## src/tiffhp_pkg.sv

```systemverilog
// ----------------------------------------------------------------------------
// TIFF header parser package
// Shared item types, result kinds, parser phases and queue sizing.
// ----------------------------------------------------------------------------
`default_nettype none

package tiffhp_pkg;

  // Result queue sizing
  localparam int unsigned RQ_DEPTH = 4;
  localparam int unsigned RQ_PTR_W = $clog2(RQ_DEPTH);
  localparam int unsigned RQ_CNT_W = $clog2(RQ_DEPTH + 1);

  // File constants
  localparam logic [7:0]  BYTE_ORDER_LE = 8'd73;
  localparam logic [31:0] TIFF_MAGIC    = 32'd42;
  localparam logic [31:0] HEADER_BYTES  = 32'd8;
  localparam logic [15:0] TAG_WIDTH     = 16'd256;
  localparam logic [15:0] TAG_HEIGHT    = 16'd257;

  // Result kinds
  localparam logic [1:0] KIND_PIXEL        = 2'd0;
  localparam logic [1:0] KIND_DIMS         = 2'd1;
  localparam logic [1:0] KIND_BAD_MAGIC    = 2'd2;
  localparam logic [1:0] KIND_OFFSET_SMALL = 2'd3;

  typedef enum logic [3:0] {
    PH_IDLE   = 4'd0,
    PH_SKIP   = 4'd1,
    PH_MAGIC  = 4'd2,
    PH_OFFSET = 4'd3,
    PH_PIXELS = 4'd4,
    PH_COUNT  = 4'd5,
    PH_ENTRY  = 4'd6,
    PH_NEXT   = 4'd7,
    PH_DONE   = 4'd8
  } phase_t;

  typedef struct packed {
    logic [7:0] byte_value;
    logic       start_of_file;
  } in_item_t;

  typedef struct packed {
    logic [1:0]  kind;
    logic [7:0]  red;
    logic [7:0]  green;
    logic [7:0]  blue;
    logic [15:0] image_width;
    logic [15:0] image_height;
  } out_item_t;

  // Result handed from the parser to the result queue
  typedef struct packed {
    logic      valid;
    out_item_t item;
  } front_res_t;

endpackage

`default_nettype wire

```

## src/tiffhp_front.sv

```systemverilog
// ----------------------------------------------------------------------------
// TIFF header parser front end
// Classifies each accepted byte by file phase and builds result records.
// ----------------------------------------------------------------------------
`default_nettype none

module tiffhp_front (
  input  wire logic                  clk,
  input  wire logic                  rst,
  input  wire logic                  fire,
  input  wire tiffhp_pkg::in_item_t  item,
  output tiffhp_pkg::front_res_t     res
);
  import tiffhp_pkg::*;

  phase_t      phase, phase_next;
  logic        little_endian, little_endian_next;
  logic [3:0]  cnt, cnt_next;
  logic [31:0] acc, acc_next;
  logic [31:0] pix_left, pix_left_next;
  logic [1:0]  slot, slot_next;
  logic [7:0]  red_hold, red_hold_next;
  logic [7:0]  green_hold, green_hold_next;
  logic [15:0] entries_left, entries_left_next;
  logic [15:0] cur_tag, cur_tag_next;
  logic [15:0] width_seen, width_seen_next;
  logic [15:0] height_seen, height_seen_next;

  logic [7:0]  b;
  logic [31:0] acc_base;
  logic [31:0] acc_take;

  assign b = item.byte_value;

  // Entry fields restart the accumulator at the tag and at the value
  assign acc_base = (phase == PH_ENTRY && (cnt == 4'd0 || cnt == 4'd8)) ? 32'd0 : acc;
  assign acc_take = little_endian ? (acc_base | ({24'd0, b} << {cnt[1:0], 3'b000}))
                                  : {acc_base[23:0], b};

  always_comb begin
    phase_next        = phase;
    little_endian_next = little_endian;
    cnt_next          = cnt;
    acc_next          = acc;
    pix_left_next     = pix_left;
    slot_next         = slot;
    red_hold_next     = red_hold;
    green_hold_next   = green_hold;
    entries_left_next = entries_left;
    cur_tag_next      = cur_tag;
    width_seen_next   = width_seen;
    height_seen_next  = height_seen;
    if (fire) begin
      if (item.start_of_file) begin
        phase_next         = PH_SKIP;
        little_endian_next = (b == BYTE_ORDER_LE);
        cnt_next           = 4'd0;
        acc_next           = 32'd0;
        slot_next          = 2'd0;
        width_seen_next    = 16'd0;
        height_seen_next   = 16'd0;
      end else begin
        unique case (phase)
          PH_SKIP: begin
            phase_next = PH_MAGIC;
            cnt_next   = 4'd0;
            acc_next   = 32'd0;
          end
          PH_MAGIC: begin
            acc_next = acc_take;
            cnt_next = cnt + 4'd1;
            if (cnt == 4'd1) begin
              cnt_next   = 4'd0;
              acc_next   = 32'd0;
              phase_next = (acc_take == TIFF_MAGIC) ? PH_OFFSET : PH_DONE;
            end
          end
          PH_OFFSET: begin
            acc_next = acc_take;
            cnt_next = cnt + 4'd1;
            if (cnt == 4'd3) begin
              cnt_next      = 4'd0;
              acc_next      = 32'd0;
              slot_next     = 2'd0;
              pix_left_next = acc_take - HEADER_BYTES;
              if (acc_take < HEADER_BYTES) begin
                phase_next = PH_DONE;
              end else if (acc_take == HEADER_BYTES) begin
                phase_next = PH_COUNT;
              end else begin
                phase_next = PH_PIXELS;
              end
            end
          end
          PH_PIXELS: begin
            unique case (slot)
              2'd0: begin
                red_hold_next = b;
                slot_next     = 2'd1;
              end
              2'd1: begin
                green_hold_next = b;
                slot_next       = 2'd2;
              end
              default: slot_next = 2'd0;
            endcase
            pix_left_next = pix_left - 32'd1;
            if (pix_left == 32'd1) begin
              phase_next = PH_COUNT;
              cnt_next   = 4'd0;
              acc_next   = 32'd0;
            end
          end
          PH_COUNT: begin
            acc_next = acc_take;
            cnt_next = cnt + 4'd1;
            if (cnt == 4'd1) begin
              entries_left_next = acc_take[15:0];
              cnt_next          = 4'd0;
              acc_next          = 32'd0;
              phase_next        = (acc_take[15:0] == 16'd0) ? PH_NEXT : PH_ENTRY;
            end
          end
          PH_ENTRY: begin
            if (cnt < 4'd2 || cnt == 4'd8 || cnt == 4'd9) begin
              acc_next = acc_take;
            end
            if (cnt == 4'd1) begin
              cur_tag_next = acc_take[15:0];
            end
            if (cnt == 4'd9) begin
              if (cur_tag == TAG_WIDTH) begin
                width_seen_next = acc_take[15:0];
              end else if (cur_tag == TAG_HEIGHT) begin
                height_seen_next = acc_take[15:0];
              end
            end
            cnt_next = cnt + 4'd1;
            if (cnt == 4'd11) begin
              cnt_next          = 4'd0;
              acc_next          = 32'd0;
              entries_left_next = entries_left - 16'd1;
              if (entries_left == 16'd1) begin
                phase_next = PH_NEXT;
              end
            end
          end
          PH_NEXT: begin
            cnt_next = cnt + 4'd1;
            if (cnt == 4'd3) begin
              cnt_next   = 4'd0;
              acc_next   = 32'd0;
              phase_next = PH_DONE;
            end
          end
          default: ;
        endcase
      end
    end
  end

  always_comb begin
    res = '0;
    if (fire && !item.start_of_file) begin
      unique case (phase)
        PH_MAGIC: begin
          if (cnt == 4'd1 && acc_take != TIFF_MAGIC) begin
            res.valid     = 1'b1;
            res.item.kind = KIND_BAD_MAGIC;
          end
        end
        PH_OFFSET: begin
          if (cnt == 4'd3 && acc_take < HEADER_BYTES) begin
            res.valid     = 1'b1;
            res.item.kind = KIND_OFFSET_SMALL;
          end
        end
        PH_PIXELS: begin
          if (slot == 2'd2) begin
            res.valid      = 1'b1;
            res.item.kind  = KIND_PIXEL;
            res.item.red   = red_hold;
            res.item.green = green_hold;
            res.item.blue  = b;
          end
        end
        PH_NEXT: begin
          if (cnt == 4'd3) begin
            res.valid             = 1'b1;
            res.item.kind         = KIND_DIMS;
            res.item.image_width  = width_seen;
            res.item.image_height = height_seen;
          end
        end
        default: ;
      endcase
    end
  end

  always_ff @(posedge clk) begin
    if (rst) begin
      phase         <= PH_IDLE;
      little_endian <= 1'b0;
      cnt           <= '0;
      acc           <= '0;
      pix_left      <= '0;
      slot          <= '0;
      red_hold      <= '0;
      green_hold    <= '0;
      entries_left  <= '0;
      cur_tag       <= '0;
      width_seen    <= '0;
      height_seen   <= '0;
    end else begin
      phase         <= phase_next;
      little_endian <= little_endian_next;
      cnt           <= cnt_next;
      acc           <= acc_next;
      pix_left      <= pix_left_next;
      slot          <= slot_next;
      red_hold      <= red_hold_next;
      green_hold    <= green_hold_next;
      entries_left  <= entries_left_next;
      cur_tag       <= cur_tag_next;
      width_seen    <= width_seen_next;
      height_seen   <= height_seen_next;
    end
  end

endmodule

`default_nettype wire

```

## src/tiffhp_rqueue.sv

```systemverilog
// ----------------------------------------------------------------------------
// TIFF header parser result queue
// Short first-in first-out buffer between the parser and the result port.
// ----------------------------------------------------------------------------
`default_nettype none

module tiffhp_rqueue (
  input  wire logic                   clk,
  input  wire logic                   rst,
  input  wire logic                   wr_en,
  input  wire tiffhp_pkg::out_item_t  wr_data,
  input  wire logic                   rd_en,
  output tiffhp_pkg::out_item_t       rd_data,
  output logic                        full,
  output logic                        empty
);
  import tiffhp_pkg::*;

  out_item_t             mem [RQ_DEPTH];
  logic [RQ_PTR_W-1:0]   wr_ptr;
  logic [RQ_PTR_W-1:0]   rd_ptr;
  logic [RQ_CNT_W-1:0]   count;
  logic                  do_wr;
  logic                  do_rd;

  assign full    = (count == RQ_CNT_W'(RQ_DEPTH));
  assign empty   = (count == '0);
  assign do_wr   = wr_en && !full;
  assign do_rd   = rd_en && !empty;
  assign rd_data = mem[rd_ptr];

  always_ff @(posedge clk) begin
    if (do_wr) begin
      mem[wr_ptr] <= wr_data;
    end
  end

  always_ff @(posedge clk) begin
    if (rst) begin
      wr_ptr <= '0;
      rd_ptr <= '0;
      count  <= '0;
    end else begin
      if (do_wr) begin
        wr_ptr <= wr_ptr + RQ_PTR_W'(1);
      end
      if (do_rd) begin
        rd_ptr <= rd_ptr + RQ_PTR_W'(1);
      end
      priority if (do_wr && !do_rd) begin
        count <= count + RQ_CNT_W'(1);
      end else if (do_rd && !do_wr) begin
        count <= count - RQ_CNT_W'(1);
      end
    end
  end

`ifndef SYNTH
  a_count_bound: assert property (@(posedge clk) disable iff (rst)
    count <= RQ_CNT_W'(RQ_DEPTH))
    else $error("result queue count above depth");

  a_count_inc: assert property (@(posedge clk) disable iff (rst)
    (do_wr && !do_rd) |=> count == $past(count) + RQ_CNT_W'(1))
    else $error("result queue count did not advance on write");

  a_ptr_gap: assert property (@(posedge clk) disable iff (rst)
    (count == '0 || count == RQ_CNT_W'(RQ_DEPTH)) |-> wr_ptr == rd_ptr)
    else $error("result queue pointers disagree with count");
`endif

endmodule

`default_nettype wire

```

## src/tiff_header_pixel_parser.sv

```systemverilog
// ----------------------------------------------------------------------------
// TIFF header and pixel parser
// Parses a TIFF byte stream into pixel, dimension and error results.
// ----------------------------------------------------------------------------
// Usage:
//   Input channel: present one file byte on item with push high; the byte is
//   taken at a clock edge with push high and full low. Set start_of_file on
//   the first byte of a file; this also aborts any file in progress.
//   Result channel: while empty is low the oldest result is on result; pop
//   high at a clock edge takes it.
//   Result timing: a byte that completes a result enters the queue at the
//   edge that takes it and then shows on result, when the queue was empty.
//   Throughput: one byte per cycle while full is low; the parser classifies
//   each byte combinationally and each byte yields at most one result.
//   Stall: results wait in a four-entry queue; full rises only while four
//   results are waiting, and input bytes stall until one is popped.
//   Reset: rst (synchronous) empties the queue and returns the parser to
//   idle, where bytes are ignored until one carries start_of_file.
// ----------------------------------------------------------------------------
`default_nettype none

module tiff_header_pixel_parser (
  input  wire logic                   clk,
  input  wire logic                   rst,
  input  wire logic                   push,
  input  wire tiffhp_pkg::in_item_t   item,
  output logic                        full,
  input  wire logic                   pop,
  output tiffhp_pkg::out_item_t       result,
  output logic                        empty
);
  import tiffhp_pkg::*;

  front_res_t res;
  logic       fire;

  assign fire = push && !full;

  tiffhp_front u_front (
    .clk  (clk),
    .rst  (rst),
    .fire (fire),
    .item (item),
    .res  (res)
  );

  tiffhp_rqueue u_rqueue (
    .clk     (clk),
    .rst     (rst),
    .wr_en   (res.valid),
    .wr_data (res.item),
    .rd_en   (pop),
    .rd_data (result),
    .full    (full),
    .empty   (empty)
  );

endmodule

`default_nettype wire
```

## config.mk

```make
export PLATFORM = sky130hd
export DESIGN_NAME = tiff_header_pixel_parser
export DESIGN_NICKNAME = d
export VERILOG_FILES = /design/src/tiffhp_pkg.sv /design/src/tiffhp_front.sv /design/src/tiffhp_rqueue.sv /design/src/tiff_header_pixel_parser.sv
export SDC_FILE = /design/constraint.sdc
export NUM_CORES = 1
export LEC_CHECK = 0
export BUFFER_PORTS_ARGS = -buffer_cell sky130_fd_sc_hd__buf_4
export CORE_MARGIN = 2
export CORE_UTILIZATION = 35
export CTS_CLUSTER_SIZE = 8
export DETAILED_ROUTE_END_ITERATION = 6
export PLACE_DENSITY = 0.61
export SLEW_MARGIN = 20
export SYNTH_ARGS = -nofsm -noshare
export SYNTH_HDL_FRONTEND = slang
export SYNTH_SLANG_ARGS = --single-unit
```

## constraint.sdc

```tcl
create_clock -name clk -period 22.2 [get_ports clk]
set_input_delay 0 -clock clk [delete_from_list [all_inputs] [get_ports clk]]
set_output_delay 0 -clock clk [all_outputs]
set_load 0.05 [all_outputs]
```

==> results of run 1 <==
-- routing by layer --
| metal | wire length, µm | global-route usage, % | vias up | share of wire [%] |
|---|---|---|---|---|
| li1 | - | - | 6051 | - |
| met1 | 22000 | 25.2 | 6578 | 45 |
| met2 | 23100 | 29.7 | 457 | 47 |
| met3 | 3060 | 3.32 | 84 | 6.2 |
| met4 | 1120 | 4.94 | 0 | 2.3 |
| met5 | 0 | 0 | - | 0 |
-- worst min-delay path by stage --
| stage | cells past startpoint | slack, ns | to | startpoint |
|---|---|---|---|---|
| 6_report | 4 | 0.38 | u_front.red_hold[4] | item[5] |
| 5_1_grt | 4 | 0.39 | u_front.red_hold[4] | item[5] |
| 4_1_cts | 4 | 0.35 | u_front.red_hold[4] | item[5] |
| 3_5_place_dp | 3 | 0.41 | u_front.red_hold[4] | item[5] |
| 3_3_place_gp | 3 | 0.40 | u_front.red_hold[4] | item[5] |
| 2_1_floorplan | 3 | 0.20 | u_front.phase[3] | rst |
-- final cells by class --
cell class / instances / area, µm²
clock buffer: 96 / 1580
inverter: 26 / 97.6
tap: 680 / 851
fill: 4798 / 30100
clock inverter: 1 / 20.0
multi-input combinational: 1015 / 7300
sequential: 396 / 10300
timing repair buffer: 115 / 896
-- layout by cell type, fill, tap and decap left out, types with 8 or more instances in the layout --
master         synthesis  routed
edfxtp_1             232     232
dfxtp_1              164     161
nor2_1               154     152
buf_4                  1     102
o21ai_0               90      90
nand2_1               77      77
a21oi_1               64      64
and2_1                61      61
a22oi_1               59      59
mux4_2                58      58
clkbuf_16              0      57
a22o_1                48      48
clkbuf_1              95      38
mux2i_1               36      36
nor3_1                37      35
nor4_1                35      33
a211oi_1              30      30
nand3_1               29      29
inv_1                 25      25
and3_1                16      16
o22ai_1               15      14
ha_1                  13      13
dlygate4sd3_1          0      13
nor2b_1               12      12
nand2b_1              11      11
nand4_1               11      11
xor2_1                10      10
nor4b_1                9       9
xnor2_1                9       9
a31oi_1                9       9
o31ai_1                8       8
-- worst min-delay path: stages --
cell	delay [ns]
dlygate4sd3_1	0.52
buf_4	0.22
mux2i_1	0.10
nor2_1	0.07
-- metrics by stage --
step | area, µm² | hold WS, ns | worst slack [ns]
2_1_floorplan | 18000 | 0.202 | 15.01
3_3_place_gp | 19300 | 0.400 | 16.64
3_5_place_dp | 19300 | 0.409 | 16.53
4_1_cts | 21000 | 0.348 | 16.45
5_1_grt | 21000 | 0.388 | 16.04
6_report | 21000 | 0.379 | 16.39
-- sequential cells by signal, summed over array words and instances, names as in the netlist, 16 cells and up, named ones only --
register / count
u_front.height_seen: 16
u_front.acc: 32
u_front.entries_left: 16
u_front.width_seen: 16
u_front.pix_left: 32
u_rqueue.mem: 232
u_front.cur_tag: 16
-- power groups by stage --
stage	combinational, W	sequential (W)	clock (W)
floorplan	0.000129	0.000792	0
global placement	0.000176	0.000800	0
detailed placement	0.000176	0.000801	0
CTS	0.000179	0.000786	0.000800
global route	0.000187	0.000787	0.000830
finish	0.000178	0.000786	0.000782
-- what timing repair did --
action                                  in CTS  in global routing
hold endpoints to repair                    80                  0
hold buffers                                13                  0
endpoints found under the setup margin       0                  0
-- cells by family after synthesis --
family | share of synthesized area (%)
compound gates | 14.5
xor+xnor | 0.924
fa+ha+maj | 1.01
buf+inv | 2.84
flops | 56.9
mux | 9.46
simple gates | 14.4
==> metrics.md, run 1 <==
| Metric | Value |
|---|---|
| Status | `finished, violations left` |
| Failing checks | `DRC` |
| Setup bufs post-CTS | `0` |
| Worst hold-check path type | `in2reg` |
| Synth cell count leaders | `edfxtp_1, dfxtp_1, nor2_1, clkbuf_1, o21ai_0` |
| Synth top area share | `38.7%` |
| Pwr Total | `0.00175 W` |
| TritonCTS Sinks | `396` |
| Critical path destination | `u_rqueue.count[2]` |
| Worst R2R Setup Slack | `16.39 ns` |
| RR Startpoint | `u_front.phase[1]` |
| Tcrit/Tclk final | `26.2%` |
| Buffer and inverter count on the worst path | `1` |
| Power density over the cells | `83.2 nW/µm²` |
| Gates resized, CTS repair | `0` |
| CP Launch Type | `register` |
| Post-route ant nets | `0` |
| Number of synthesized flops with an enable pin | `232` |
| Sw Ratio | `25.0%` |
| CP Launch Point | `u_front.phase[1]` |
| Total grt overflow | `0` |
| N_diodes | `0` |
| DRT Pass-1 Iters | `7` |
| Max-slew headroom at the worst pin | `24.2%` |
| Clock buffer depth | `3` |
| Vias in the first global route | `12900` |
| Crit Path Class | `reg2reg` |
| Htree depth | `2` |
| R2r endpoint | `u_rqueue.count[2]` |
| Actual slew at the worst max-slew pin | `1.13 ns` |
| Die area | `53300 µm²` |
| Util after Layout | `41.1%` |
| CP max FO | `33` |
| Arrival time at the worst endpoint | `6.30 ns` |
| Initial antenna violation count | `0` |
| IO Count | `73` |
| Global Route Usage Sum | `18.3%` |
| Synth Area per Inst | `11.6 µm²` |
| Critical-path cell list | `and4bb_4 -> nand2_1 -> a22oi_1 -> nand2b_1 -> or4_4 -> a211oi_1 -> nor2_1 -> ha_1 -> inv_1 -> fa_1 -> xor2_1 -> or3_1 -> a21oi_1` |
| Cell Int Power | `0.00131 W` |
| Synth Flop Type | `edfxtp_1` |
| Drt via density | `5.65` |
| Synth top area cells | `edfxtp_1, dfxtp_1, mux4_2, nor2_1, o21ai_0` |
| Gate Count Post-Synth | `1546` |
| Count leader, synth | `edfxtp_1` |
| Fin Setup TNS | `0 ns` |
| # nets final | `1636` |
| Pin count of the biggest net entering global routing | `85` |
| First-pass GRT wire length | `76200 µm` |
| Clk_lat worst skew | `0.61 ns` |
| Min cycle time layout | `5.81 ns` |
| Layout Cells excl Fill | `2329` |
| Max Fclk | `0.172 GHz` |
| Max cap viols | `0` |
| DRC | `1` |
| Hpwl dp | `31100 µm` |
| # setup viols final | `0` |
| RSZ-0062 raised after global routing | `no` |
| Overall die height | `231 µm` |
| Seq pwr share | `45.0%` |
| Number of cell rows | `83` |
| Total Wirelength | `49300 µm` |
| Asr flop ratio synth | `0%` |
| Critical path's top delay family | `simple AND/OR/NAND/NOR gates` |
| Crit path max-delay cell type | `a211oi_1` |
| Final hold vios | `0` |
| Number of port buffers | `72` |
| Routability cong. | `0.891` |
| Chip width | `231 µm` |
| Skew final | `0.0373 ns` |
| Leak | `6.99 nW` |
| Cell taking the most area after synthesis | `edfxtp_1` |
| Reg clk slew, reported paths | `0.06 ns` |
| Yosys Warn Count | `0` |
| TritonCTS clock tree | `done` |
| VDD IR max | `0.0561 mV` |
| FF-to-FF path depth | `13` |
| Mapped Nets | `1573` |
| Combinational share of power | `10.2%` |
| Synth Cell Area | `18000 µm²` |
| CP peak stage delay | `0.96 ns` |
| 1st-iter DRT viols | `1254` |
| P_sw | `0.000437 W` |
| Cell variety after synth | `81` |
| Sequential-to-total area share from yosys stat | `56.9%` |
| Seq cells post-synth | `396` |
| Root Buffer | `clkbuf_16` |
| CP endpoint kind | `register` |
| Initial core utilization | `35.2%` |
| Core area | `51100 µm²` |
| Synthesis-to-finish area growth | `16.6%` |
| Worst endpoint required time | `22.69 ns` |
| TritonCTS Buffers | `55` |
| Layout cell share with drive strength beyond 1 | `15.4%` |
| Final slew viol count | `0` |
| Placed cells | `2219` |
| Worst path depth | `13` |
| Vias | `13200` |
| Clock Power Share | `44.8%` |
| Routed length per instance | `21.2 µm` |
(Power assumes the default switching activity.)
==> run 2, diff against run 1 <==
--- a/config.mk
+++ b/config.mk
@@ -10,7 +10,7 @@
 export CORE_UTILIZATION = 35
 export CTS_CLUSTER_SIZE = 8
 export DETAILED_ROUTE_END_ITERATION = 6
-export PLACE_DENSITY = 0.61
+export PLACE_DENSITY = 0.63
 export SLEW_MARGIN = 20
 export SYNTH_ARGS = -nofsm -noshare
 export SYNTH_HDL_FRONTEND = slang
==> constraint.sdc (replaced) <==
create_clock -name clk -period 5.2 [get_ports clk]
set_input_delay 0 -clock clk [delete_from_list [all_inputs] [get_ports clk]]
set_output_delay 0 -clock clk [all_outputs]
set_load 0.05 [all_outputs]
==> metrics.md, run 2 (synthesis results as in run 1) <==
| Metric | Value |
|---|---|
| Status | `finished, final reports clean (was finished, violations left)` |
| Arrival time at the worst endpoint | `5.19 ns (was 6.30 ns)` |
| Max-slew headroom at the worst pin | `24.9% (was 24.2%)` |
| Leak | `6.95 nW (was 6.99 nW)` |
| Most common cell after layout, fill and taps aside | `edfxtp_1 (unchanged)` |
| Met3 WL | `3480 µm (was 3060 µm)` |
| Global Route Usage Sum | `18.0% (was 18.3%)` |
| RR Startpoint | `u_front.phase[2] (was u_front.phase[1])` |
| Final hold vios | `0 (unchanged)` |
| Drt via density | `5.60 (was 5.65)` |
| # setup viols final | `0 (unchanged)` |
| Crit Path Class | `reg2reg (unchanged)` |
| Routed length per instance | `20.8 µm (was 21.2 µm)` |
| Pre-CTS setup slack | `0.559 ns (was 16.53 ns)` |
| Core area | `51100 µm² (unchanged)` |
| Initial antenna violation count | `0 (unchanged)` |
| DRT Pass-1 Iters | `6 (was 7)` |
| Final slew viol count | `0 (unchanged)` |
| Routability cong. | `0.945 (was 0.891)` |
| Filler Cell Count | `4740 (was 4798)` |
| Reg area | `10300 µm² (unchanged)` |
| Clk_lat worst skew | `0.62 ns (was 0.61 ns)` |
| Worst endpoint required time | `5.73 ns (was 22.69 ns)` |
| 1st-iter DRT viols | `1346 (was 1254)` |
| Chip width | `231 µm (unchanged)` |
| Layout cell share with drive strength beyond 1 | `15.9% (was 15.4%)` |
| Hold_buf cts | `13 (unchanged)` |
| Power density over the cells | `356 nW/µm² (was 83.2 nW/µm²)` |
| Htree depth | `2 (unchanged)` |
| Skew final | `0.0504 ns (was 0.0373 ns)` |
| Hold slack | `0.359 ns (was 0.379 ns)` |
| VDD IR max | `0.186 mV (was 0.0561 mV)` |
| Largest regs | `u_rqueue.mem: 232 flops, u_front.acc: 32 flops, u_front.pix_left: 32 flops (unchanged)` |
| Multi-input gate area | `7290 µm² (was 7300 µm²)` |
| Initial core utilization | `35.2% (unchanged)` |
| Top Layer Used | `met4 (unchanged)` |
| Total grt overflow | `0 (unchanged)` |
| Number of port buffers | `72 (unchanged)` |
| CP Launch Point | `u_front.phase[2] (was u_front.phase[1])` |
| Gates resized, CTS repair | `0 (unchanged)` |
| Number of cell rows | `83 (unchanged)` |
| Overall die height | `231 µm (unchanged)` |
| Hold Startpoint | `item[4] (was item[5])` |
| Pin count of the biggest net entering global routing | `106 (was 85)` |
| Synthesis-to-finish area growth | `17.0% (was 16.6%)` |
| R2r endpoint | `u_rqueue.count[2] (unchanged)` |
| Max cap viols | `0 (unchanged)` |
| IO Count | `73 (unchanged)` |
| Worst hold-check path type | `in2reg (unchanged)` |
| WHS Path Cells | `4 (unchanged)` |
| Reg with most FFs | `u_rqueue.mem (unchanged)` |
| Vias in the first global route | `12600 (was 12900)` |
| Metal2 WL | `22500 µm (was 23100 µm)` |
| Vias | `13100 (was 13200)` |
| Setup bufs post-CTS | `0 (unchanged)` |
| M1 WL | `21300 µm (was 22000 µm)` |
| Min cycle time layout | `4.66 ns (was 5.81 ns)` |
| Worst R2R Setup Slack | `0.54 ns (was 16.39 ns)` |
| Hold Path End | `u_front.red_hold[3] (was u_front.red_hold[4])` |
| N_diodes | `0 (unchanged)` |
| CP Launch Type | `register (unchanged)` |
| First-pass GRT wire length | `74900 µm (was 76200 µm)` |
| DP Area | `19300 µm² (about the same)` |
| Fin worst setup slack | `0.537 ns (was 16.39 ns)` |
| # nets final | `1647 (was 1636)` |
| Hpwl dp | `31200 µm (was 31100 µm)` |
| DRC | `0 (was 1)` |
| Tcrit/Tclk final | `89.7% (was 26.2%)` |
| FF-to-FF path depth | `16 (was 13)` |
| Root Buffer | `clkbuf_16 (unchanged)` |
| CP endpoint kind | `register (unchanged)` |
| RSZ-0062 raised after global routing | `no (unchanged)` |
| Actual slew at the worst max-slew pin | `1.13 ns (about the same)` |
| TritonCTS Sinks | `396 (unchanged)` |
| Commonest cells after routing, fill and taps aside | `edfxtp_1, dfxtp_1, nor2_1 (unchanged)` |
| TritonCTS clock tree | `done (unchanged)` |
| CP max FO | `33 (unchanged)` |
| Total Wirelength | `48600 µm (was 49300 µm)` |
| Reg clk slew, reported paths | `0.05 ns (was 0.06 ns)` |
| Max reg flops | `232 (unchanged)` |
| TritonCTS Buffers | `55 (unchanged)` |
| Die area | `53300 µm² (unchanged)` |
| Finished layout cell area | `21100 µm² (was 21000 µm²)` |
| Clock buffer depth | `3 (unchanged)` |
| Post-route ant nets | `0 (unchanged)` |
| Max Fclk | `0.214 GHz (was 0.172 GHz)` |
## run 2: cell type report
type                    instances  share of cell area (%)
flip-flops and latches        396                    48.7
inverters                      26                   0.463
repair buffers                126                    4.66
multi-input cells            1015                    34.6
clock buffers                  95                    7.49
well taps                     680                    4.04
clock inverters                 1                  0.0950
## run 2: how the worst max path moves through the flow
stage                          to  slack, ns  depth (start not counted)
6_report        u_rqueue.count[2]       0.54                         16
2_1_floorplan  u_rqueue.mem[0][0]      -1.99                         10
3_3_place_gp    u_rqueue.count[2]       0.60                         16
5_1_grt         u_rqueue.count[2]       0.24                         16
3_5_place_dp    u_rqueue.count[2]       0.56                         16
4_1_cts         u_rqueue.count[2]       0.56                         16
## run 2: per-layer routing
layer	vias up	track usage [%]
met5	-	0
met3	97	3.25
met4	0	5.69
met1	6446	25.0
met2	479	28.6
li1	6088	-
## run 2: metrics by stage
stage	TNS [ns]	std cells	utilization (%)	power, W
final	0	2339	41.3	0.00750
after global routing	0	2339	41.3	0.00773
after CTS	0	2339	41.2	0.00757
after detailed placement	0	2230	37.9	0.00422
after global placement	0	2230	37.9	0.00422
after floorplan	-462.17	1546	-	0.00396
## run 2: report_power, final
group	internal, W	switching, W
Clock	0.00203	0.00131
Combinational	0.000269	0.000534
Sequential	0.00331	0.0000464
Total	0.00561	0.00189
## run 2: worst max-delay path, stage by stage (launching register included)
cell	delay (ns)
dfxtp_1	0.58
and4bb_4	0.61
nand2_1	0.29
buf_4	0.27
a22oi_1	0.20
buf_4	0.20
nand2b_1	0.15
or4_4	0.61
a211oi_1	0.40
buf_4	0.23
nor2_1	0.05
ha_1	0.22
inv_1	0.08
fa_1	0.19
xor2_1	0.07
or3_1	0.30
a21oi_1	0.14
